File: src/hw/rtl/sitoa_pkg.sv
// shared types, constants and helpers of the integer to text converter
`timescale 1ns / 1ps
`default_nettype none

package sitoa_pkg;

   // width of the signed input value
   localparam int VALUE_BITS = 32;

   // digit store holds one digit per value bit (base two worst case)
   localparam int STORE_DEPTH = VALUE_BITS;
   localparam int IDX_BITS    = $clog2(STORE_DEPTH);
   localparam int COUNT_BITS  = $clog2(STORE_DEPTH + 1);

   // radix register and digit widths
   localparam int RADIX_BITS = 5;
   localparam int DIGIT_BITS = 4;
   localparam logic [RADIX_BITS-1:0] RADIX_MIN   = 5'd2;
   localparam logic [RADIX_BITS-1:0] RADIX_MAX   = 5'd16;
   localparam logic [RADIX_BITS-1:0] RADIX_RESET = 5'd10;

   // divider retires this many dividend bits per cycle
   localparam int CHUNK_BITS     = 8;
   localparam int CHUNKS         = VALUE_BITS / CHUNK_BITS;
   localparam int CHUNK_CNT_BITS = (CHUNKS > 1) ? $clog2(CHUNKS) : 1;

   // ascii codes
   localparam logic [7:0] CHAR_MINUS   = 8'h2d;
   localparam logic [7:0] CHAR_ZERO    = 8'h30;
   localparam logic [7:0] CHAR_LOWER_A = 8'h61;

   // one classified item on its way from front to back
   typedef struct packed {
      logic                  neg;
      logic [VALUE_BITS-1:0] mag;
      logic [RADIX_BITS-1:0] radix;
   } job_type;

   // one character on its way out
   typedef struct packed {
      logic [7:0] text_char;
      logic       is_last;
   } out_type;

   // digit value to lower-case ascii
   function automatic logic [7:0] digit_char(input logic [DIGIT_BITS-1:0] d);
      logic [7:0] wide;
      wide = {4'b0000, d};
      if (d < 4'd10) begin
         return CHAR_ZERO + wide;
      end else begin
         return CHAR_LOWER_A - 8'd10 + wide;
      end
   endfunction

endpackage

`default_nettype wire

File: src/hw/rtl/signed_integer_to_ascii_base.sv
// top level of the signed integer to ascii text converter
`timescale 1ns / 1ps
`default_nettype none

// Converts each signed 32-bit value pushed on req_ into its text in the
// radix written through csr_wr_data (2 to 16, out-of-range values saturate;
// reset radix is ten), one ascii character per item on rsp_, most significant
// first, with a leading '-' for negative values, lower-case a to f, and
// rsp_is_last set on the final character. A two entry queue holds items
// classified by the front end while the back end works. The back end
// handles one value at a time: each digit takes one pass through the
// iterative divider (a load, then eight dividend bits per cycle), then each
// character leaves at up to one per cycle through the digit store read
// port and a two entry output queue.
module signed_integer_to_ascii_base (
   input  wire logic                                    clock,
   input  wire logic                                    reset,
   input  wire logic                                    req_push,
   input  wire logic signed [sitoa_pkg::VALUE_BITS-1:0] req_value,
   output logic                                         req_full,
   output logic                                         rsp_empty,
   input  wire logic                                    rsp_pop,
   output logic             [7:0]                       rsp_text_char,
   output logic                                         rsp_is_last,
   input  wire logic                                    csr_wr_en,
   input  wire logic        [sitoa_pkg::RADIX_BITS-1:0] csr_wr_data
);

   logic               job_valid;
   logic               job_pop;
   sitoa_pkg::job_type job;

   // item intake and classification
   sitoa_front u_front (
      .clock       (clock),
      .reset       (reset),
      .req_push    (req_push),
      .req_value   (req_value),
      .req_full    (req_full),
      .csr_wr_en   (csr_wr_en),
      .csr_wr_data (csr_wr_data),
      .job_valid   (job_valid),
      .job         (job),
      .job_pop     (job_pop)
   );

   // conversion and character output
   sitoa_back u_back (
      .clock         (clock),
      .reset         (reset),
      .job_valid     (job_valid),
      .job           (job),
      .job_pop       (job_pop),
      .rsp_empty     (rsp_empty),
      .rsp_pop       (rsp_pop),
      .rsp_text_char (rsp_text_char),
      .rsp_is_last   (rsp_is_last)
   );

endmodule

`default_nettype wire

File: src/hw/rtl/sitoa_ram.sv
// generic single write port ram with registered read
`timescale 1ns / 1ps
`default_nettype none

module sitoa_ram #(
   parameter int WIDTH = 4,
   parameter int DEPTH = 32
) (
   input  wire logic                     clock,
   input  wire logic                     wr_en,
   input  wire logic [$clog2(DEPTH)-1:0] wr_addr,
   input  wire logic [WIDTH-1:0]         wr_data,
   input  wire logic [$clog2(DEPTH)-1:0] rd_addr,
   output logic      [WIDTH-1:0]         rd_data
);

   logic [WIDTH-1:0] mem_ff [DEPTH];

   // write and registered read
   always_ff @(posedge clock) begin
      if (wr_en) begin
         mem_ff[wr_addr] <= wr_data;
      end
      rd_data <= mem_ff[rd_addr];
   end

endmodule

`default_nettype wire

File: src/hw/rtl/sitoa_front.sv
// front end: radix register, sign split and a two entry job queue
`timescale 1ns / 1ps
`default_nettype none

module sitoa_front (
   input  wire logic                                   clock,
   input  wire logic                                   reset,
   input  wire logic                                   req_push,
   input  wire logic signed [sitoa_pkg::VALUE_BITS-1:0] req_value,
   output logic                                        req_full,
   input  wire logic                                   csr_wr_en,
   input  wire logic        [sitoa_pkg::RADIX_BITS-1:0] csr_wr_data,
   output logic                                        job_valid,
   output sitoa_pkg::job_type                          job,
   input  wire logic                                   job_pop
);

   logic [sitoa_pkg::RADIX_BITS-1:0] digit_base_ff;
   sitoa_pkg::job_type               entry_ff [2];
   logic                             wr_ptr_ff, wr_ptr_in;
   logic                             rd_ptr_ff, rd_ptr_in;
   logic [1:0]                       count_ff, count_in;
   logic                             push;
   sitoa_pkg::job_type               new_job;
   logic [sitoa_pkg::VALUE_BITS-1:0] raw;

   // classify: sign, unsigned magnitude, saturated radix
   always_comb begin
      raw         = req_value;
      new_job.neg = raw[sitoa_pkg::VALUE_BITS-1];
      new_job.mag = new_job.neg ? (~raw + 1'b1) : raw;
      if (digit_base_ff < sitoa_pkg::RADIX_MIN) begin
         new_job.radix = sitoa_pkg::RADIX_MIN;
      end else if (digit_base_ff > sitoa_pkg::RADIX_MAX) begin
         new_job.radix = sitoa_pkg::RADIX_MAX;
      end else begin
         new_job.radix = digit_base_ff;
      end
   end

   // queue control
   assign req_full  = (count_ff == 2'd2);
   assign push      = req_push && !req_full;
   assign job_valid = (count_ff != 2'd0);
   assign job       = entry_ff[rd_ptr_ff];

   always_comb begin
      wr_ptr_in = wr_ptr_ff ^ push;
      rd_ptr_in = rd_ptr_ff ^ job_pop;
      count_in  = count_ff + {1'b0, push} - {1'b0, job_pop};
   end

   always_ff @(posedge clock) begin
      if (reset) begin
         digit_base_ff <= sitoa_pkg::RADIX_RESET;
         wr_ptr_ff     <= 1'b0;
         rd_ptr_ff     <= 1'b0;
         count_ff      <= 2'd0;
      end else begin
         if (csr_wr_en) begin
            digit_base_ff <= csr_wr_data;
         end
         wr_ptr_ff <= wr_ptr_in;
         rd_ptr_ff <= rd_ptr_in;
         count_ff  <= count_in;
      end
   end

   // queue storage
   always_ff @(posedge clock) begin
      if (push) begin
         entry_ff[wr_ptr_ff] <= new_job;
      end
   end

endmodule

`default_nettype wire

File: src/hw/rtl/sitoa_divider.sv
// iterative divider by a small radix, several dividend bits per cycle
`timescale 1ns / 1ps
`default_nettype none

module sitoa_divider (
   input  wire logic                                clock,
   input  wire logic                                reset,
   input  wire logic                                start,
   input  wire logic [sitoa_pkg::VALUE_BITS-1:0]    dividend,
   input  wire logic [sitoa_pkg::RADIX_BITS-1:0]    radix,
   output logic                                     done,
   output logic      [sitoa_pkg::VALUE_BITS-1:0]    quotient,
   output logic      [sitoa_pkg::DIGIT_BITS-1:0]    remainder
);

   logic [sitoa_pkg::VALUE_BITS-1:0]     work_ff, work_in;
   logic [sitoa_pkg::DIGIT_BITS-1:0]     rem_ff, rem_in;
   logic [sitoa_pkg::RADIX_BITS-1:0]     radix_ff;
   logic [sitoa_pkg::CHUNK_CNT_BITS-1:0] cnt_ff;
   logic                                 busy_ff;
   logic                                 done_ff;
   logic                                 final_chunk;
   logic [sitoa_pkg::CHUNK_BITS-1:0]     q_bits;
   logic [sitoa_pkg::RADIX_BITS-1:0]     trial;
   logic [sitoa_pkg::DIGIT_BITS-1:0]     r;

   // restoring division over the top chunk of the working word
   always_comb begin
      r      = rem_ff;
      q_bits = '0;
      trial  = '0;
      for (int i = 0; i < sitoa_pkg::CHUNK_BITS; i++) begin
         trial = {r, work_ff[sitoa_pkg::VALUE_BITS-1-i]};
         if (trial >= radix_ff) begin
            r = sitoa_pkg::DIGIT_BITS'(trial - radix_ff);
            q_bits[sitoa_pkg::CHUNK_BITS-1-i] = 1'b1;
         end else begin
            r = trial[sitoa_pkg::DIGIT_BITS-1:0];
         end
      end
      rem_in  = r;
      work_in = (work_ff << sitoa_pkg::CHUNK_BITS)
              | sitoa_pkg::VALUE_BITS'(q_bits);
   end

   assign final_chunk =
      (cnt_ff == sitoa_pkg::CHUNK_CNT_BITS'(sitoa_pkg::CHUNKS - 1));

   // control
   always_ff @(posedge clock) begin
      if (reset) begin
         busy_ff <= 1'b0;
         done_ff <= 1'b0;
         cnt_ff  <= '0;
      end else begin
         done_ff <= busy_ff && final_chunk;
         if (start) begin
            busy_ff <= 1'b1;
            cnt_ff  <= '0;
         end else if (busy_ff) begin
            cnt_ff <= cnt_ff + 1'b1;
            if (final_chunk) begin
               busy_ff <= 1'b0;
            end
         end
      end
   end

   // datapath
   always_ff @(posedge clock) begin
      if (start) begin
         work_ff  <= dividend;
         rem_ff   <= '0;
         radix_ff <= radix;
      end else if (busy_ff) begin
         work_ff <= work_in;
         rem_ff  <= rem_in;
      end
   end

   assign done      = done_ff;
   assign quotient  = work_ff;
   assign remainder = rem_ff;

endmodule

`default_nettype wire

File: src/hw/rtl/sitoa_back.sv
// back end: digit extraction into the digit store, then text output
`timescale 1ns / 1ps
`default_nettype none

module sitoa_back (
   input  wire logic               clock,
   input  wire logic               reset,
   input  wire logic               job_valid,
   input  wire sitoa_pkg::job_type job,
   output logic                    job_pop,
   output logic                    rsp_empty,
   input  wire logic               rsp_pop,
   output logic [7:0]              rsp_text_char,
   output logic                    rsp_is_last
);

   typedef enum logic [1:0] {
      ST_IDLE,
      ST_DIV,
      ST_EMIT
   } state_type;

   state_type                        state_ff, state_in;
   logic                             neg_ff, neg_in;
   logic [sitoa_pkg::RADIX_BITS-1:0] radix_ff, radix_in;
   logic [sitoa_pkg::COUNT_BITS-1:0] count_ff, count_in;
   logic [sitoa_pkg::IDX_BITS-1:0]   idx_ff, idx_in;

   logic                             div_start;
   logic [sitoa_pkg::VALUE_BITS-1:0] div_dividend;
   logic [sitoa_pkg::RADIX_BITS-1:0] div_radix;
   logic                             div_done;
   logic [sitoa_pkg::VALUE_BITS-1:0] div_quotient;
   logic [sitoa_pkg::DIGIT_BITS-1:0] div_remainder;
   logic                             digits_done;

   logic [sitoa_pkg::DIGIT_BITS-1:0] ram_rdata;

   logic                             issue;
   logic                             rd_valid_ff, rd_valid_in;
   logic                             rd_minus_ff, rd_minus_in;
   logic                             rd_last_ff, rd_last_in;

   sitoa_pkg::out_type               out_ff [2];
   sitoa_pkg::out_type               out_item;
   logic [1:0]                       occ_ff, occ_in;
   logic                             owr_ptr_ff, ord_ptr_ff;
   logic                             pop_fire;
   logic [2:0]                       occ_ahead;

   // division unit
   sitoa_divider u_divider (
      .clock     (clock),
      .reset     (reset),
      .start     (div_start),
      .dividend  (div_dividend),
      .radix     (div_radix),
      .done      (div_done),
      .quotient  (div_quotient),
      .remainder (div_remainder)
   );

   // digit store, least significant digit at address zero
   sitoa_ram #(
      .WIDTH (sitoa_pkg::DIGIT_BITS),
      .DEPTH (sitoa_pkg::STORE_DEPTH)
   ) u_digit_store (
      .clock   (clock),
      .wr_en   (state_ff == ST_DIV && div_done),
      .wr_addr (count_ff[sitoa_pkg::IDX_BITS-1:0]),
      .wr_data (div_remainder),
      .rd_addr (idx_ff),
      .rd_data (ram_rdata)
   );

   // output queue room, counting the read still in flight
   assign pop_fire  = rsp_pop && !rsp_empty;
   assign occ_ahead = {1'b0, occ_ff} + {2'b00, rd_valid_ff} - {2'b00, pop_fire};
   assign issue     = (state_ff == ST_EMIT) && (occ_ahead < 3'd2);

   // digit loop ends on a zero quotient or a full store
   assign digits_done = (div_quotient == '0)
      || (count_ff == sitoa_pkg::COUNT_BITS'(sitoa_pkg::STORE_DEPTH - 1));

   // sequencer
   always_comb begin
      state_in     = state_ff;
      neg_in       = neg_ff;
      radix_in     = radix_ff;
      count_in     = count_ff;
      idx_in       = idx_ff;
      job_pop      = 1'b0;
      div_start    = 1'b0;
      div_dividend = div_quotient;
      div_radix    = radix_ff;
      rd_valid_in  = issue;
      rd_minus_in  = neg_ff;
      rd_last_in   = !neg_ff && (idx_ff == '0);
      unique case (state_ff)
         ST_IDLE: begin
            if (job_valid) begin
               job_pop      = 1'b1;
               div_start    = 1'b1;
               div_dividend = job.mag;
               div_radix    = job.radix;
               neg_in       = job.neg;
               radix_in     = job.radix;
               count_in     = '0;
               state_in     = ST_DIV;
            end
         end
         ST_DIV: begin
            if (div_done) begin
               count_in = count_ff + 1'b1;
               if (digits_done) begin
                  idx_in   = count_ff[sitoa_pkg::IDX_BITS-1:0];
                  state_in = ST_EMIT;
               end else begin
                  div_start = 1'b1;
               end
            end
         end
         ST_EMIT: begin
            if (issue) begin
               if (neg_ff) begin
                  neg_in = 1'b0;
               end else if (idx_ff == '0) begin
                  state_in = ST_IDLE;
               end else begin
                  idx_in = idx_ff - 1'b1;
               end
            end
         end
         default: begin
            state_in = ST_IDLE;
         end
      endcase
   end

   always_ff @(posedge clock) begin
      if (reset) begin
         state_ff    <= ST_IDLE;
         neg_ff      <= 1'b0;
         count_ff    <= '0;
         rd_valid_ff <= 1'b0;
      end else begin
         state_ff    <= state_in;
         neg_ff      <= neg_in;
         count_ff    <= count_in;
         rd_valid_ff <= rd_valid_in;
      end
      radix_ff    <= radix_in;
      idx_ff      <= idx_in;
      rd_minus_ff <= rd_minus_in;
      rd_last_ff  <= rd_last_in;
   end

   // character formed as the store data returns
   always_comb begin
      out_item.text_char = rd_minus_ff ? sitoa_pkg::CHAR_MINUS
                                       : sitoa_pkg::digit_char(ram_rdata);
      out_item.is_last   = rd_last_ff;
   end

   // two entry output queue
   always_comb begin
      occ_in = occ_ff + {1'b0, rd_valid_ff} - {1'b0, pop_fire};
   end

   always_ff @(posedge clock) begin
      if (reset) begin
         occ_ff     <= 2'd0;
         owr_ptr_ff <= 1'b0;
         ord_ptr_ff <= 1'b0;
      end else begin
         occ_ff     <= occ_in;
         owr_ptr_ff <= owr_ptr_ff ^ rd_valid_ff;
         ord_ptr_ff <= ord_ptr_ff ^ pop_fire;
      end
   end

   always_ff @(posedge clock) begin
      if (rd_valid_ff) begin
         out_ff[owr_ptr_ff] <= out_item;
      end
   end

   assign rsp_empty     = (occ_ff == 2'd0);
   assign rsp_text_char = out_ff[ord_ptr_ff].text_char;
   assign rsp_is_last   = out_ff[ord_ptr_ff].is_last;

endmodule

`default_nettype wire

File: config.mk
export PLATFORM = sky130hd
export DESIGN_NAME = signed_integer_to_ascii_base
export DESIGN_NICKNAME = d
export VERILOG_FILES = /design/src/hw/rtl/sitoa_pkg.sv /design/src/hw/rtl/signed_integer_to_ascii_base.sv /design/src/hw/rtl/sitoa_ram.sv /design/src/hw/rtl/sitoa_front.sv /design/src/hw/rtl/sitoa_divider.sv /design/src/hw/rtl/sitoa_back.sv
export SDC_FILE = /design/constraint.sdc
export NUM_CORES = 1
export LEC_CHECK = 0
export BUFFER_PORTS_ARGS = -buffer_cell sky130_fd_sc_hd__buf_2
export CORE_MARGIN = 8
export CORE_UTILIZATION = 45
export CTS_CLUSTER_SIZE = 10
export DETAILED_ROUTE_END_ITERATION = 10
export PLACE_DENSITY = 0.68
export REMOVE_ABC_BUFFERS = 1
export SETUP_SLACK_MARGIN = 0.02
export SLEW_MARGIN = 10
export SYNTH_ARGS = -nofsm -noshare
export SYNTH_HDL_FRONTEND = slang
export SYNTH_SLANG_ARGS = --single-unit
File: constraint.sdc
create_clock -name clock -period 12.85 [get_ports clock]
set_clock_uncertainty 0.1 [all_clocks]
set_input_delay 1.9275 -clock clock [delete_from_list [all_inputs] [get_ports clock]]
set_output_delay 1.9275 -clock clock [all_outputs]
set_load 0.03 [all_outputs]
==> results.toml <==
[floorplanning]
start_util_pct = 45.7
core_um2 = 31500
num_rows = 65
die_w_um = 195
die_y_um = 195
die-area_um2 = 37900
ios = 53

[timing]
setup_viol = 0
maxSlewHeadroom_pct = 33.7
rsz0062_at_grt = "false"
maxSlewViolCount = 0
fin_crit_ps = 11950
fmax_mhz = 83.7
hold_violations = 0
worst_pin_slew_ps = 995
tns_ps = 0
fin_crit_sh_pct = 93.0

[global_routing]
antenna_found_initial = 0
grt_pass1_wl_mm = 45.0
grt_max_degree = 60
gr-total-overflow = 0
track_usage_pct = 14.5
grt_pass1_vias = 8833

[setup_path]
critPathMaxStageDelay_ps = 440
path_buf_inv = 7
crit_type = "register to register"
path_depth = 51
worst_setup_path_end_kind = "register"
critical-path-top-delay-family = "compound AO/OA/AOI/OAI gates"
critPathRequiredTime_ps = 13170
crit_slowest_cell = "o41ai_2"
cp-startpoint = "u_back.u_divider.radix_ff[1]"
crit_arrival_ps = 12270
r2r-end = "u_back.u_divider.remainder[1]"
path_common_cell = "ha_1"
cp_max_fo = 11
ff2ff_path_depth = 51
r2r_slack_ps = 900
r2r_start = "u_back.u_divider.radix_ff[1]"
critPathLaunchType = "register"
cp-endpoint = "u_back.u_divider.remainder[1]"

[synth]
synthAdderAreaFrac_pct = 6.22
synth_top_family_by_area = "multiplexers"
ys_ff_latch = 304
synth_compound_area_share_pct = 7.51
synthMuxAreaShare_pct = 11.3
synth_flop_cell = "edfxtp_1"
syn_area_um2 = 14400
yosys.cell_types.count = 65
syn-instance-count = 1046
synth_top_area_cell = "edfxtp_1"
synth_xor_area_share_pct = 3.23
yosysWarnings = 0
synth.most_common_cell = "edfxtp_1"
avgSynthCellArea_um2 = 13.7
seq_area_frac_synth_pct = 60.6
synth-simple-area-share_pct = 8.62
async_flop_share_pct = 0
synth_enable_flop_cells = 262
synth_top_area_share_pct = 54.7
yosys-top-cells-area = "edfxtp_1 55%, mux4_2 6.3%, dfxtp_1 5.9%, ha_1 5.0%, mux2i_1 3.3%"
synthTopCellsByCount = "262 x edfxtp_1, 103 x nor2_1, 57 x ha_1"

[finish]
num-nets-final = 1220
diodes = 0
syn2layout_area_growth_pct = 12.6
drive_gt1_share_pct = 17.0
num-fill-cells = 2620

[routing]
drc = 0
drt_iter0_drc = 463
wl_met3_mm = 1.08
wl_met1_mm = 11.9
post_drt_wl_per_cell_um = 17.8
dr.pass1.iters = 5
finalWirelength_mm = 27.5
vias_per_cell = 5.48
top_layer = "met4"
ant_nets = 0
wl_met2_mm = 13.8
num_vias = 8428

[clocking]
cts_buffers = 37
cts_tree = "built"
cts_buffer_depth = 3
cts_setup_buffers = 0
insertion_delay_ps = 500
clock-sinks = 304
clk_pin_slew_ps = 60
cts-root-buf = "clkbuf_16"
cts_hold_buf = 0
cts.htree.levels = 2

[job]
cap_violations = 0

[placed_design]
io_buffers = 51
globalplace.congestion = 0.862
hpwl_mm = 19.0

[worst_hold_path]
hp-class = "register to register"

[run_status]
status = "complete, no violations"
state kept, by name, summed over array words and instances (netlist names), 5 cells and up:
signal,flops
u_front.digit_base_ff,5
u_back.u_divider.quotient,32
u_back.u_digit_store.mem_ff,128
u_back.count_ff,6
u_back.idx_ff,5
u_back.out_ff,16
u_front.entry_ff,76
u_back.u_divider.radix_ff,5
u_back.radix_ff,5
layout make-up:
cell class | instances | area, um2 | share of cell area (%)
Tap cell | 402 | 503 | 3.11
Clock inverter | 4 | 32.5 | 0.201
Multi-Input combinational cell | 652 | 5360 | 33.1
Timing Repair Buffer | 67 | 375 | 2.32
Clock buffer | 60 | 1020 | 6.32
Inverter | 50 | 188 | 1.16
Sequential cell | 304 | 8710 | 53.8
worst min path at each step:
| stage | startpoint | to | cells past startpoint | slack [ps] |
|---|---|---|---|---|
| 6_report | u_back.neg_ff | u_back.rd_minus_ff | 0 | 290 |
| 5_1_grt | u_back.neg_ff | u_back.rd_minus_ff | 0 | 300 |
| 3_5_place_dp | u_back.neg_ff | u_back.rd_minus_ff | 0 | 290 |
| 3_3_place_gp | u_back.neg_ff | u_back.rd_minus_ff | 0 | 280 |
| 2_1_floorplan | u_back.neg_ff | u_back.rd_minus_ff | 0 | 260 |
| 4_1_cts | u_back.neg_ff | u_back.rd_minus_ff | 0 | 300 |
placed cells by master (no fill, tap or decap), types with 11 or more instances in the layout:
cell type,synthesis,routed
a21oi_1,52,52
buf_2,3,51
buf_4,1,16
clkbuf_1,29,22
clkbuf_16,0,37
dfxtp_1,42,41
edfxtp_1,262,262
ha_1,57,55
inv_1,49,49
mux2_2,23,23
mux2i_1,47,46
mux4_2,40,40
nand2_1,52,52
nor2_1,103,103
nor2b_1,19,19
nor3_1,16,16
nor4_1,11,11
o21a_1,12,12
o21ai_0,31,30
o31ai_1,15,15
xnor2_1,44,44
cell families (layout without fill, tap and decap cells):
logic type      count (synthesis)  in the layout
compound gates                165            165
mux                           110            110
flops                         304            304
simple gates                  255            255
xor+xnor                       53             53
buf+inv                        91            181
fa+ha+maj                      66             66
other cells                     2              3
layer usage:
| layer | vias up | track usage [%] |
|---|---|---|
| met1 | 4109 | 18.1 |
| met2 | 178 | 25.4 |
| met4 | 0 | 5.23 |
| met3 | 47 | 2.18 |
| li1 | 4094 | - |
| met5 | - | 0 |
per-stage QoR:
stage          cells  setup slack (ps)  util (%)  instance area, um2  hold WS [ps]
6_report        1539               898      51.4               16200           293
5_1_grt         1539              76.5      51.4               16200           304
4_1_cts         1539               627      51.4               16200           295
3_5_place_dp    1475               654      48.0               15100           288
3_3_place_gp    1475              1050      48.0               15100           279
2_1_floorplan   1006              1170         -               14200           261
what timing repair did:
action	4_1_cts	5_1_grt
endpoints found under the setup margin	0	5
hold endpoints to repair	0	0
gates resized for setup	0	6
Power is left out: the tool's default activity adds up to more than one toggle a clock period on the data nets, which glitch-free logic cannot reach.
